[src/hdl/irrigation_cycle_sequencer_assert.svh]
// Assertion macros shared by the sequencer RTL.
// All of them sample on aclk and are disabled while aresetn is low.
`ifndef IRRIGATION_CYCLE_SEQUENCER_ASSERT_SVH
`define IRRIGATION_CYCLE_SEQUENCER_ASSERT_SVH

// The condition must hold at every clock edge.
`define ICS_ASSERT_ALWAYS(lbl, cond) \
    lbl: assert property (@(posedge aclk) disable iff (!aresetn) (cond)) \
        else $error("sequencer assertion failed");

// When the antecedent holds, the consequent must hold at the next edge.
`define ICS_ASSERT_NEXT(lbl, ante, cons) \
    lbl: assert property (@(posedge aclk) disable iff (!aresetn) (ante) |=> (cons)) \
        else $error("sequencer assertion failed");

`endif

[src/hdl/ics_pkg.sv]
`default_nettype none

package ics_pkg;

    // Phase codes.
    localparam logic [2:0] PH_IDLE = 3'd0;
    localparam logic [2:0] PH_DOSE = 3'd1;
    localparam logic [2:0] PH_FILL = 3'd2;
    localparam logic [2:0] PH_PUMP = 3'd3;
    localparam logic [2:0] PH_DONE = 3'd4;
    localparam logic [2:0] PH_ERR  = 3'd5;

    // Error codes.
    localparam logic [3:0] ERR_NONE    = 4'd0;
    localparam logic [3:0] ERR_TOP     = 4'd1;
    localparam logic [3:0] ERR_BOTTOM  = 4'd2;
    localparam logic [3:0] ERR_FILL_TO = 4'd3;
    localparam logic [3:0] ERR_SENSOR  = 4'd6;
    localparam logic [3:0] ERR_CONFIG  = 4'd7;
    localparam logic [3:0] ERR_PUMP_TO = 4'd8;
    localparam logic [3:0] ERR_STOP    = 4'd9;

    // Command codes.
    localparam logic [2:0] ACT_TICK  = 3'd0;
    localparam logic [2:0] ACT_START = 3'd1;
    localparam logic [2:0] ACT_WASH  = 3'd2;
    localparam logic [2:0] ACT_STOP  = 3'd3;
    localparam logic [2:0] ACT_TRIP  = 3'd4;

    // Configuration register indexes.
    localparam logic [2:0] CFG_PPL       = 3'd0;
    localparam logic [2:0] CFG_IRR_VOL   = 3'd1;
    localparam logic [2:0] CFG_WASH_VOL  = 3'd2;
    localparam logic [2:0] CFG_DOSE_MS   = 3'd3;
    localparam logic [2:0] CFG_FILL_TO_S = 3'd4;
    localparam logic [2:0] CFG_PUMP_TO_S = 3'd5;

    // Field widths.
    localparam int PPL_W    = 24;
    localparam int VOL_W    = 20;
    localparam int TIME_W   = 16;
    localparam int TARGET_W = PPL_W + VOL_W;
    localparam int DOSE_W   = VOL_W + TIME_W - 8;
    localparam int LIMIT_W  = TIME_W + 10;
    localparam int MS_W     = 32;

    localparam logic [9:0] MS_PER_S = 10'd1000;

    // Values derived from the configuration registers, ready for the step logic.
    typedef struct packed {
        logic                irr_bad;
        logic                wash_bad;
        logic [TARGET_W-1:0] irr_target;
        logic [TARGET_W-1:0] wash_target;
        logic [DOSE_W-1:0]   irr_dose_ms;
        logic [LIMIT_W-1:0]  fill_limit_ms;
        logic [LIMIT_W-1:0]  pump_limit_ms;
    } cfg_t;

endpackage

`default_nettype wire

[src/hdl/ics_cfg.sv]
`default_nettype none

module ics_cfg (
    input  wire logic                       aclk,
    input  wire logic                       aresetn,
    input  wire logic                       cfg_wr_en,
    input  wire logic [2:0]                 cfg_index,
    input  wire logic [ics_pkg::PPL_W-1:0]  cfg_wdata,
    output ics_pkg::cfg_t                   cfg
);
    import ics_pkg::*;

    logic [PPL_W-1:0]    ppl_reg;
    logic [VOL_W-1:0]    irr_vol_reg;
    logic [VOL_W-1:0]    wash_vol_reg;
    logic [TIME_W-1:0]   dose_ms_reg;
    logic [TIME_W-1:0]   fill_to_reg;
    logic [TIME_W-1:0]   pump_to_reg;

    logic [TARGET_W-1:0] irr_target_reg;
    logic [TARGET_W-1:0] wash_target_reg;
    logic [DOSE_W-1:0]   irr_dose_reg;
    logic [LIMIT_W-1:0]  fill_limit_reg;
    logic [LIMIT_W-1:0]  pump_limit_reg;
    logic                irr_bad_reg;
    logic                wash_bad_reg;

    logic [VOL_W+TIME_W-1:0] dose_prod;

    // Register file, written one register per transfer.
    always_ff @(posedge aclk) begin
        if (!aresetn) begin
            ppl_reg      <= PPL_W'(256);
            irr_vol_reg  <= VOL_W'(256);
            wash_vol_reg <= VOL_W'(256);
            dose_ms_reg  <= '0;
            fill_to_reg  <= TIME_W'(60);
            pump_to_reg  <= TIME_W'(600);
        end else if (cfg_wr_en) begin
            case (cfg_index)
                CFG_PPL:       ppl_reg      <= cfg_wdata;
                CFG_IRR_VOL:   irr_vol_reg  <= cfg_wdata[VOL_W-1:0];
                CFG_WASH_VOL:  wash_vol_reg <= cfg_wdata[VOL_W-1:0];
                CFG_DOSE_MS:   dose_ms_reg  <= cfg_wdata[TIME_W-1:0];
                CFG_FILL_TO_S: fill_to_reg  <= cfg_wdata[TIME_W-1:0];
                CFG_PUMP_TO_S: pump_to_reg  <= cfg_wdata[TIME_W-1:0];
                default: ;
            endcase
        end
    end

    assign dose_prod = (VOL_W+TIME_W)'(irr_vol_reg) * (VOL_W+TIME_W)'(dose_ms_reg);

    // Each product sits alone between two registers; they follow the register
    // file in the next cycle.
    always_ff @(posedge aclk) begin
        irr_target_reg  <= TARGET_W'(irr_vol_reg) * TARGET_W'(ppl_reg);
        wash_target_reg <= TARGET_W'(wash_vol_reg) * TARGET_W'(ppl_reg);
        irr_dose_reg    <= dose_prod[VOL_W+TIME_W-1:8];
        fill_limit_reg  <= LIMIT_W'(fill_to_reg) * LIMIT_W'(MS_PER_S);
        pump_limit_reg  <= LIMIT_W'(pump_to_reg) * LIMIT_W'(MS_PER_S);
        irr_bad_reg     <= (ppl_reg == '0) || (irr_vol_reg == '0)
                           || (fill_to_reg == '0) || (pump_to_reg == '0);
        wash_bad_reg    <= (ppl_reg == '0) || (wash_vol_reg == '0)
                           || (fill_to_reg == '0) || (pump_to_reg == '0);
    end

    assign cfg.irr_bad       = irr_bad_reg;
    assign cfg.wash_bad      = wash_bad_reg;
    assign cfg.irr_target    = irr_target_reg;
    assign cfg.wash_target   = wash_target_reg;
    assign cfg.irr_dose_ms   = irr_dose_reg;
    assign cfg.fill_limit_ms = fill_limit_reg;
    assign cfg.pump_limit_ms = pump_limit_reg;

endmodule

`default_nettype wire

[src/hdl/irrigation_cycle_sequencer.sv]
// An input transfer is captured in the input register and moves on to the
// result register, which drives m_tdata, once that one is empty or being drained.
// Throughput: one item per cycle while m_tready holds; the next-state logic
// between the input and result registers does the whole update in one pass.
// Configuration products are re-registered in the cycle after each write.
// Reset: aresetn is synchronous and active low; it returns the sequencer to
// idle with no error and restores the configuration defaults.
`default_nettype none

`include "irrigation_cycle_sequencer_assert.svh"

module irrigation_cycle_sequencer (
    input  wire logic                       aclk,
    input  wire logic                       aresetn,
    // Configuration write port.
    input  wire logic                       cfg_wr_en,
    input  wire logic [2:0]                 cfg_index,
    input  wire logic [ics_pkg::PPL_W-1:0]  cfg_wdata,
    // Input stream: action[2:0], trip_code[6:3], tank_full[7], tank_empty[8],
    // flow_pulses[16:9], now_ms[48:17], zero fill above.
    input  wire logic                       s_tvalid,
    output logic                            s_tready,
    input  wire logic [55:0]                s_tdata,
    // Result stream: phase[2:0], error_code[6:3], valve_open[7], pump_on[8],
    // doser_on[9], wash_active[10], zero fill above.
    output logic                            m_tvalid,
    input  wire logic                       m_tready,
    output logic [15:0]                     m_tdata
);
    import ics_pkg::*;

    cfg_t cfg;

    logic        in_valid_reg;
    logic [48:0] in_data_reg;
    logic        out_valid_reg;
    logic [10:0] out_data_reg;
    logic        advance;

    // Sequencer state.
    logic [2:0]          phase_reg;
    logic [3:0]          error_reg;
    logic [MS_W-1:0]     start_reg;
    logic [31:0]         pulse_total_reg;
    logic [TARGET_W-1:0] target_reg;
    logic [DOSE_W-1:0]   dose_reg;
    logic                wash_reg;

    logic [2:0]          phase_next;
    logic [3:0]          error_next;
    logic [MS_W-1:0]     start_next;
    logic [31:0]         pulse_total_next;
    logic [TARGET_W-1:0] target_next;
    logic [DOSE_W-1:0]   dose_next;
    logic                wash_next;

    logic [2:0]      in_action;
    logic [3:0]      in_trip;
    logic            in_full;
    logic            in_empty;
    logic [7:0]      in_pulses;
    logic [MS_W-1:0] in_now;

    logic [32:0]     pulse_sum;
    logic [2:0]      phase_cmd;
    logic [MS_W-1:0] elapsed;
    logic            wash_sel;

    ics_cfg u_cfg (
        .aclk      (aclk),
        .aresetn   (aresetn),
        .cfg_wr_en (cfg_wr_en),
        .cfg_index (cfg_index),
        .cfg_wdata (cfg_wdata),
        .cfg       (cfg)
    );

    // An item moves from the input register to the result register when the
    // result register is empty or being drained.
    assign advance  = in_valid_reg && (!out_valid_reg || m_tready);
    assign s_tready = aresetn && (!in_valid_reg || advance);

    always_ff @(posedge aclk) begin
        if (!aresetn) begin
            in_valid_reg  <= 1'b0;
            out_valid_reg <= 1'b0;
        end else begin
            if (s_tready) begin
                in_valid_reg <= s_tvalid;
            end
            if (advance) begin
                out_valid_reg <= 1'b1;
            end else if (m_tready) begin
                out_valid_reg <= 1'b0;
            end
        end
    end

    always_ff @(posedge aclk) begin
        if (s_tready && s_tvalid) begin
            in_data_reg <= s_tdata[48:0];
        end
    end

    assign in_action = in_data_reg[2:0];
    assign in_trip   = in_data_reg[6:3];
    assign in_full   = in_data_reg[7];
    assign in_empty  = in_data_reg[8];
    assign in_pulses = in_data_reg[16:9];
    assign in_now    = in_data_reg[48:17];

    // One update: count the pulses, apply the command, then run the phase logic.
    always_comb begin
        pulse_sum        = {1'b0, pulse_total_reg} + 33'(in_pulses);
        phase_next       = phase_reg;
        error_next       = error_reg;
        start_next       = start_reg;
        pulse_total_next = pulse_sum[32] ? '1 : pulse_sum[31:0];
        target_next      = target_reg;
        dose_next        = dose_reg;
        wash_next        = wash_reg;
        wash_sel         = (in_action == ACT_WASH);

        // Commands; a start is honored only from idle.
        case (in_action)
            ACT_START, ACT_WASH: begin
                if (phase_reg == PH_IDLE) begin
                    if (wash_sel ? cfg.wash_bad : cfg.irr_bad) begin
                        phase_next = PH_ERR;
                        error_next = ERR_CONFIG;
                    end else if (in_full) begin
                        phase_next = PH_ERR;
                        error_next = ERR_TOP;
                    end else begin
                        wash_next   = wash_sel;
                        target_next = wash_sel ? cfg.wash_target : cfg.irr_target;
                        start_next  = in_now;
                        if (wash_sel) begin
                            dose_next        = '0;
                            phase_next       = PH_FILL;
                            pulse_total_next = '0;
                        end else begin
                            dose_next  = cfg.irr_dose_ms;
                            phase_next = PH_DOSE;
                        end
                    end
                end
            end
            ACT_STOP: begin
                if (phase_reg != PH_IDLE && phase_reg != PH_ERR) begin
                    phase_next = PH_ERR;
                    error_next = ERR_STOP;
                end
            end
            ACT_TRIP: begin
                if (phase_reg != PH_ERR) begin
                    phase_next = PH_ERR;
                    error_next = (in_trip == ERR_NONE || in_trip > ERR_STOP) ?
                                 ERR_SENSOR : in_trip;
                end
            end
            default: ;
        endcase

        phase_cmd = phase_next;
        elapsed   = in_now - start_next;

        // Phase logic, evaluated once on the phase left by the command.
        case (phase_cmd)
            PH_DOSE: begin
                if (elapsed >= MS_W'(dose_next)) begin
                    phase_next       = PH_FILL;
                    start_next       = in_now;
                    pulse_total_next = '0;
                end
            end
            PH_FILL: begin
                if (in_full) begin
                    phase_next = PH_ERR;
                    error_next = ERR_TOP;
                end else if ({pulse_total_next, 16'd0} >= 48'(target_next)) begin
                    if (in_empty) begin
                        phase_next = PH_ERR;
                        error_next = ERR_BOTTOM;
                    end else begin
                        phase_next = PH_PUMP;
                        start_next = in_now;
                    end
                end else if (elapsed > MS_W'(cfg.fill_limit_ms)) begin
                    phase_next = PH_ERR;
                    error_next = ERR_FILL_TO;
                end
            end
            PH_PUMP: begin
                if (in_empty) begin
                    phase_next = PH_DONE;
                    start_next = in_now;
                end else if (elapsed > MS_W'(cfg.pump_limit_ms)) begin
                    phase_next = PH_ERR;
                    error_next = ERR_PUMP_TO;
                end
            end
            PH_DONE: begin
                phase_next = PH_IDLE;
                start_next = in_now;
            end
            default: ;
        endcase
    end

    // State advances together with the item that caused the update.
    always_ff @(posedge aclk) begin
        if (!aresetn) begin
            phase_reg       <= PH_IDLE;
            error_reg       <= ERR_NONE;
            start_reg       <= '0;
            pulse_total_reg <= '0;
            target_reg      <= '0;
            dose_reg        <= '0;
            wash_reg        <= 1'b0;
        end else if (advance) begin
            phase_reg       <= phase_next;
            error_reg       <= error_next;
            start_reg       <= start_next;
            pulse_total_reg <= pulse_total_next;
            target_reg      <= target_next;
            dose_reg        <= dose_next;
            wash_reg        <= wash_next;
        end
    end

    // Result register.
    always_ff @(posedge aclk) begin
        if (advance) begin
            out_data_reg <= {wash_next,
                             phase_next == PH_DOSE,
                             phase_next == PH_PUMP,
                             phase_next == PH_FILL,
                             error_next,
                             phase_next};
        end
    end

    assign m_tvalid = out_valid_reg;
    assign m_tdata  = {5'd0, out_data_reg};

    // Only reset leaves the error phase.
    `ICS_ASSERT_NEXT(a_err_latched, phase_reg == PH_ERR, phase_reg == PH_ERR)
    // An error code is held exactly while in the error phase.
    `ICS_ASSERT_ALWAYS(a_err_code_match, (phase_reg == PH_ERR) == (error_reg != ERR_NONE))
    // State moves only with a transfer into the result register.
    `ICS_ASSERT_NEXT(a_state_hold, !advance,
                     $stable(phase_reg) && $stable(pulse_total_reg) && $stable(start_reg))

endmodule

`default_nettype wire

[config.mk]
export PLATFORM = sky130hd
export DESIGN_NAME = irrigation_cycle_sequencer
export DESIGN_NICKNAME = d
export VERILOG_FILES = /design/src/hdl/ics_pkg.sv /design/src/hdl/ics_cfg.sv /design/src/hdl/irrigation_cycle_sequencer.sv
export VERILOG_INCLUDE_DIRS = /design/src /design/src/hdl
export SDC_FILE = /design/constraint.sdc
export NUM_CORES = 2
export LEC_CHECK = 0
export ABC_AREA = 1
export BUFFER_PORTS_ARGS = -buffer_cell sky130_fd_sc_hd__buf_2
export CELL_PAD_IN_SITES_DETAIL_PLACEMENT = 0
export CELL_PAD_IN_SITES_GLOBAL_PLACEMENT = 2
export CORE_ASPECT_RATIO = 1.5
export CORE_MARGIN = 2
export CORE_UTILIZATION = 36
export DETAILED_ROUTE_END_ITERATION = 6
export PLACE_DENSITY_LB_ADDON = 0.1
export SYNTH_ARGS = -nofsm -noshare
export SYNTH_HDL_FRONTEND = slang
export SYNTH_SLANG_ARGS = --single-unit
[constraint.sdc]
create_clock -name aclk -period 6.7 [get_ports aclk]
set_clock_uncertainty 0.15 [all_clocks]
set_input_delay 1.34 -clock aclk [delete_from_list [all_inputs] [get_ports aclk]]
set_output_delay 1.34 -clock aclk [all_outputs]
set_load 0.05 [all_outputs]
==> flow_metrics.env <==
export IMPL_cts_inserted_buffers=57
export IMPL_grt_overflow_total=0
export IMPL_post_synth_cell_area_avg_um2=7.81
export IMPL_finalWirelength_mm=251
export IMPL_rsz0062_at_grt="true"
export IMPL_routedWlPerCell_um=20.7
export IMPL_place_congestion=0.888
export IMPL_cp_slowest_cell="fa_2"
export IMPL_power_density_nw_per_um2=135
export IMPL_final_nets=11357
export IMPL_setup_viol_count_final=3
export IMPL_cp_endpoint="u_cfg.wash_target_reg[38]"
export IMPL_grt_max_degree=113
export IMPL_syn_area_um2=70500
export IMPL_antenna_found_initial=22
export IMPL_path_common_cell="fa_1"
export IMPL_cts_sinks=482
export IMPL_slew_viol_final=0
export IMPL_vdd_drop_max_uv=236
export IMPL_cts_tree="built"
export IMPL_multi_input_area_um2=51700
export IMPL_initial_core_util=0.361
export IMPL_die_y_um=546
export IMPL_fin_util=0.423
export IMPL_ff2ff_path_depth=28
export IMPL_core_um2=195000
export IMPL_ctsHoldBuffers=0
export IMPL_setup_slack_ns=-0.0267
export IMPL_rows=199
export IMPL_die_w_um=365
export IMPL_yosys_top_cells_area="fa_1 (32%), dfxtp_1 (12%), ha_1 (12%)"
export IMPL_first_global_vias=64087
export IMPL_htree_levels=2
export IMPL_crit_start="u_cfg.ppl_reg[11]"
export IMPL_drive_gt1_frac=0.135
export IMPL_async_flop_share=0
export IMPL_ioPinCount=106
export IMPL_path_clk_slew_ns=0.07
export IMPL_synth_edff_count=60
export IMPL_status="complete, but fails checks"
export IMPL_grtUsageTotal=0.255
export IMPL_leakage_nw=42.9
export IMPL_path_max_fanout=5
export IMPL_worst_setup_path_start_kind="flop"
export IMPL_worst_pin_slew_ns=0.986
export IMPL_path_class="reg -> reg"
export IMPL_first_iter_violations=2904
export IMPL_period_share=1.00
export IMPL_slew_limit_headroom=0.343
export IMPL_yosys_area_top_type="fa_1"
export IMPL_rr_endpoint="u_cfg.wash_target_reg[38]"
export IMPL_worstPathBufferInverterCount=10
export IMPL_viasPerCell=4.86
export IMPL_syn_to_final_growth_pct=17.3
export IMPL_synth_seq_cells=482
export IMPL_hold_depth=2
export IMPL_cp_depth=28
export IMPL_worstPathArrival_ns=7.21
export IMPL_hp_class="reg -> reg"
export IMPL_grt_pass1_wl_mm=382
export IMPL_cts_buffer_depth=3
export IMPL_ant_nets=0
export IMPL_hold_viol_final=0
export IMPL_end_kind="flop"
export IMPL_rrSetupSlack_ns=-0.03
export IMPL_fmax_mhz=149
export IMPL_failed_checks="negative setup slack"
export IMPL_die_area_um2=200000
export IMPL_synth_main_ff_cell="dfxtp_1"
export IMPL_place_ws_ns=-0.514
export IMPL_root_buffer="clkbuf_16"
export IMPL_via_count=58821
export IMPL_r2r_start="u_cfg.ppl_reg[11]"
export IMPL_cp_data_required_time_ns=7.18
export IMPL_largest_reg_flops=49
export IMPL_dpl_hpwl_mm=206
export IMPL_drc=0
export IMPL_portBuffers=93
export IMPL_finalCriticalPeriod_ns=6.73
export IMPL_cp_top_family="adder cells"
export IMPL_first_pass_iters=6
export IMPL_cap_violations=0
export IMPL_worstSkewPairLatency_ns=0.74
export IMPL_ys_seq_area_frac=0.145
export IMPL_netlist_area_leader_share=0.324
export IMPL_crit_path_max_incr_delay_ns=0.57
export IMPL_syn_inst=9027
export IMPL_fill_cells=20178
export IMPL_synth_distinct_cells=61
export IMPL_yosys_warnings=0
export IMPL_seqCellArea_um2=10400
worst min-delay path by stage:
stage | start | end | slack [ns]
6_report | start_reg[24] | start_reg[24] | 0.31
5_1_grt | start_reg[15] | start_reg[15] | 0.33
4_1_cts | start_reg[12] | start_reg[12] | 0.31
3_5_place_dp | start_reg[12] | start_reg[12] | 0.30
3_3_place_gp | start_reg[19] | start_reg[19] | 0.30
2_1_floorplan | u_cfg.fill_to_reg[0] | u_cfg.fill_limit_reg[3] | 0.27
report_power, final:
group | switching (mW) | internal [mW]
combinational | 2.63 | 1.56
sequential | 0.173 | 3.18
clock | 1.53 | 2.06
Yosys cell counts, types with 49 or more instances:
cell and instances:
a21oi_1 494, clkbuf_1 418, dfxtp_1 422, edfxtp_1 60, fa_1 1143, ha_1 675, inv_1 2113, nand2_1 2051
nand3_1 154, nand4_1 49, nor2_1 418, o211ai_1 49, o21ai_0 413, xnor2_1 95, xor2_1 114
metal layers:
| metal | part of all wire | global-route usage | vias to the layer above |
|---|---|---|---|
| met3 | 0.034 | 0.0213 | 455 |
| met5 | 0.000052 | 0 | - |
| li1 | - | - | 27924 |
| met1 | 0.36 | 0.267 | 29342 |
| met4 | 0.059 | 0.127 | 2 |
| met2 | 0.55 | 0.497 | 1098 |
cells in the final DEF, fill, tap and decap left out, drive strengths merged, types with 6 or more instances in the layout:
master and n:
nor4 21, buf 816, a31oi 26, a211oi 12
clkinv 20, xor2 114, ha 675, a21boi 9
a21o 8, xnor2 95, fa 1143, bufinv 11
clkbuf 69, o211ai 49, o21ai 449, nand2 2057
o21a 24, edfxtp 60, nand4 49, clkinvlp 9
inv 2128, o221ai 8, nand3 156, o21bai 14
nor3 50, or2 13, a31o 28, a21oi 495
dfxtp 422, mux2i 6, nor2 421
layout make-up:
| class | count | share of cell area |
|---|---|---|
| multi-input combinational | 5963 | 0.625 |
| sequential | 482 | 0.125 |
| inverter | 2126 | 0.0965 |
| timing repair buffer | 821 | 0.0874 |
| tap | 2613 | 0.0395 |
| clock buffer | 64 | 0.0182 |
| clock inverter | 42 | 0.00734 |
| antenna | 4 | 0.000121 |
timing repair:
action	CTS	global route
pin swaps	25	115
endpoints found under the setup margin	44	124
gates cloned	0	4
setup buffers	21	42
resized for setup	123	299
endpoints found under the hold margin	0	0
worst reg2reg max path, delay by kind of cell (launching register included):
kind | cells | cell delay [ns]
AO/OA/AOI/OAI | 6 | 0.95
XOR/XNOR | 1 | 0.14
adder cells (fa/ha/maj) | 8 | 3.71
buffers and inverters | 10 | 1.15
flip-flops | 1 | 0.36
AND/OR/NAND/NOR | 3 | 0.19
stage by stage:
step / instances / hold WS (ns) / power (mW) / area (um2) / setup TNS (ns)
6_report: 12115 / 0.311 / 11.1 / 82700 / -0.0319
5_1_grt: 12113 / 0.331 / 11.9 / 82700 / -1.80
4_1_cts: 12068 / 0.314 / 11.2 / 81100 / 0
3_5_place_dp: 11943 / 0.304 / 7.53 / 78300 / -10.59
3_3_place_gp: 11943 / 0.298 / 7.49 / 78300 / -10.83
2_1_floorplan: 9031 / 0.271 / 5.75 / 70500 / 0
kinds of logic (layout without fill, tap and decap cells):
| logic type | Yosys count | count (layout) | share of synthesized area |
|---|---|---|---|
| xor+xnor | 209 | 209 | 0.0260 |
| mux | 6 | 6 | 0.000852 |
| buf+inv | 2586 | 3053 | 0.139 |
| flops | 482 | 482 | 0.145 |
| compound gates | 1146 | 1146 | 0.0892 |
| fa+ha+maj | 1818 | 1818 | 0.444 |
| simple gates | 2779 | 2779 | 0.156 |
| other cells | 1 | 9 | 0.0000532 |
Note: power is estimated with default switching activity, not from simulation.
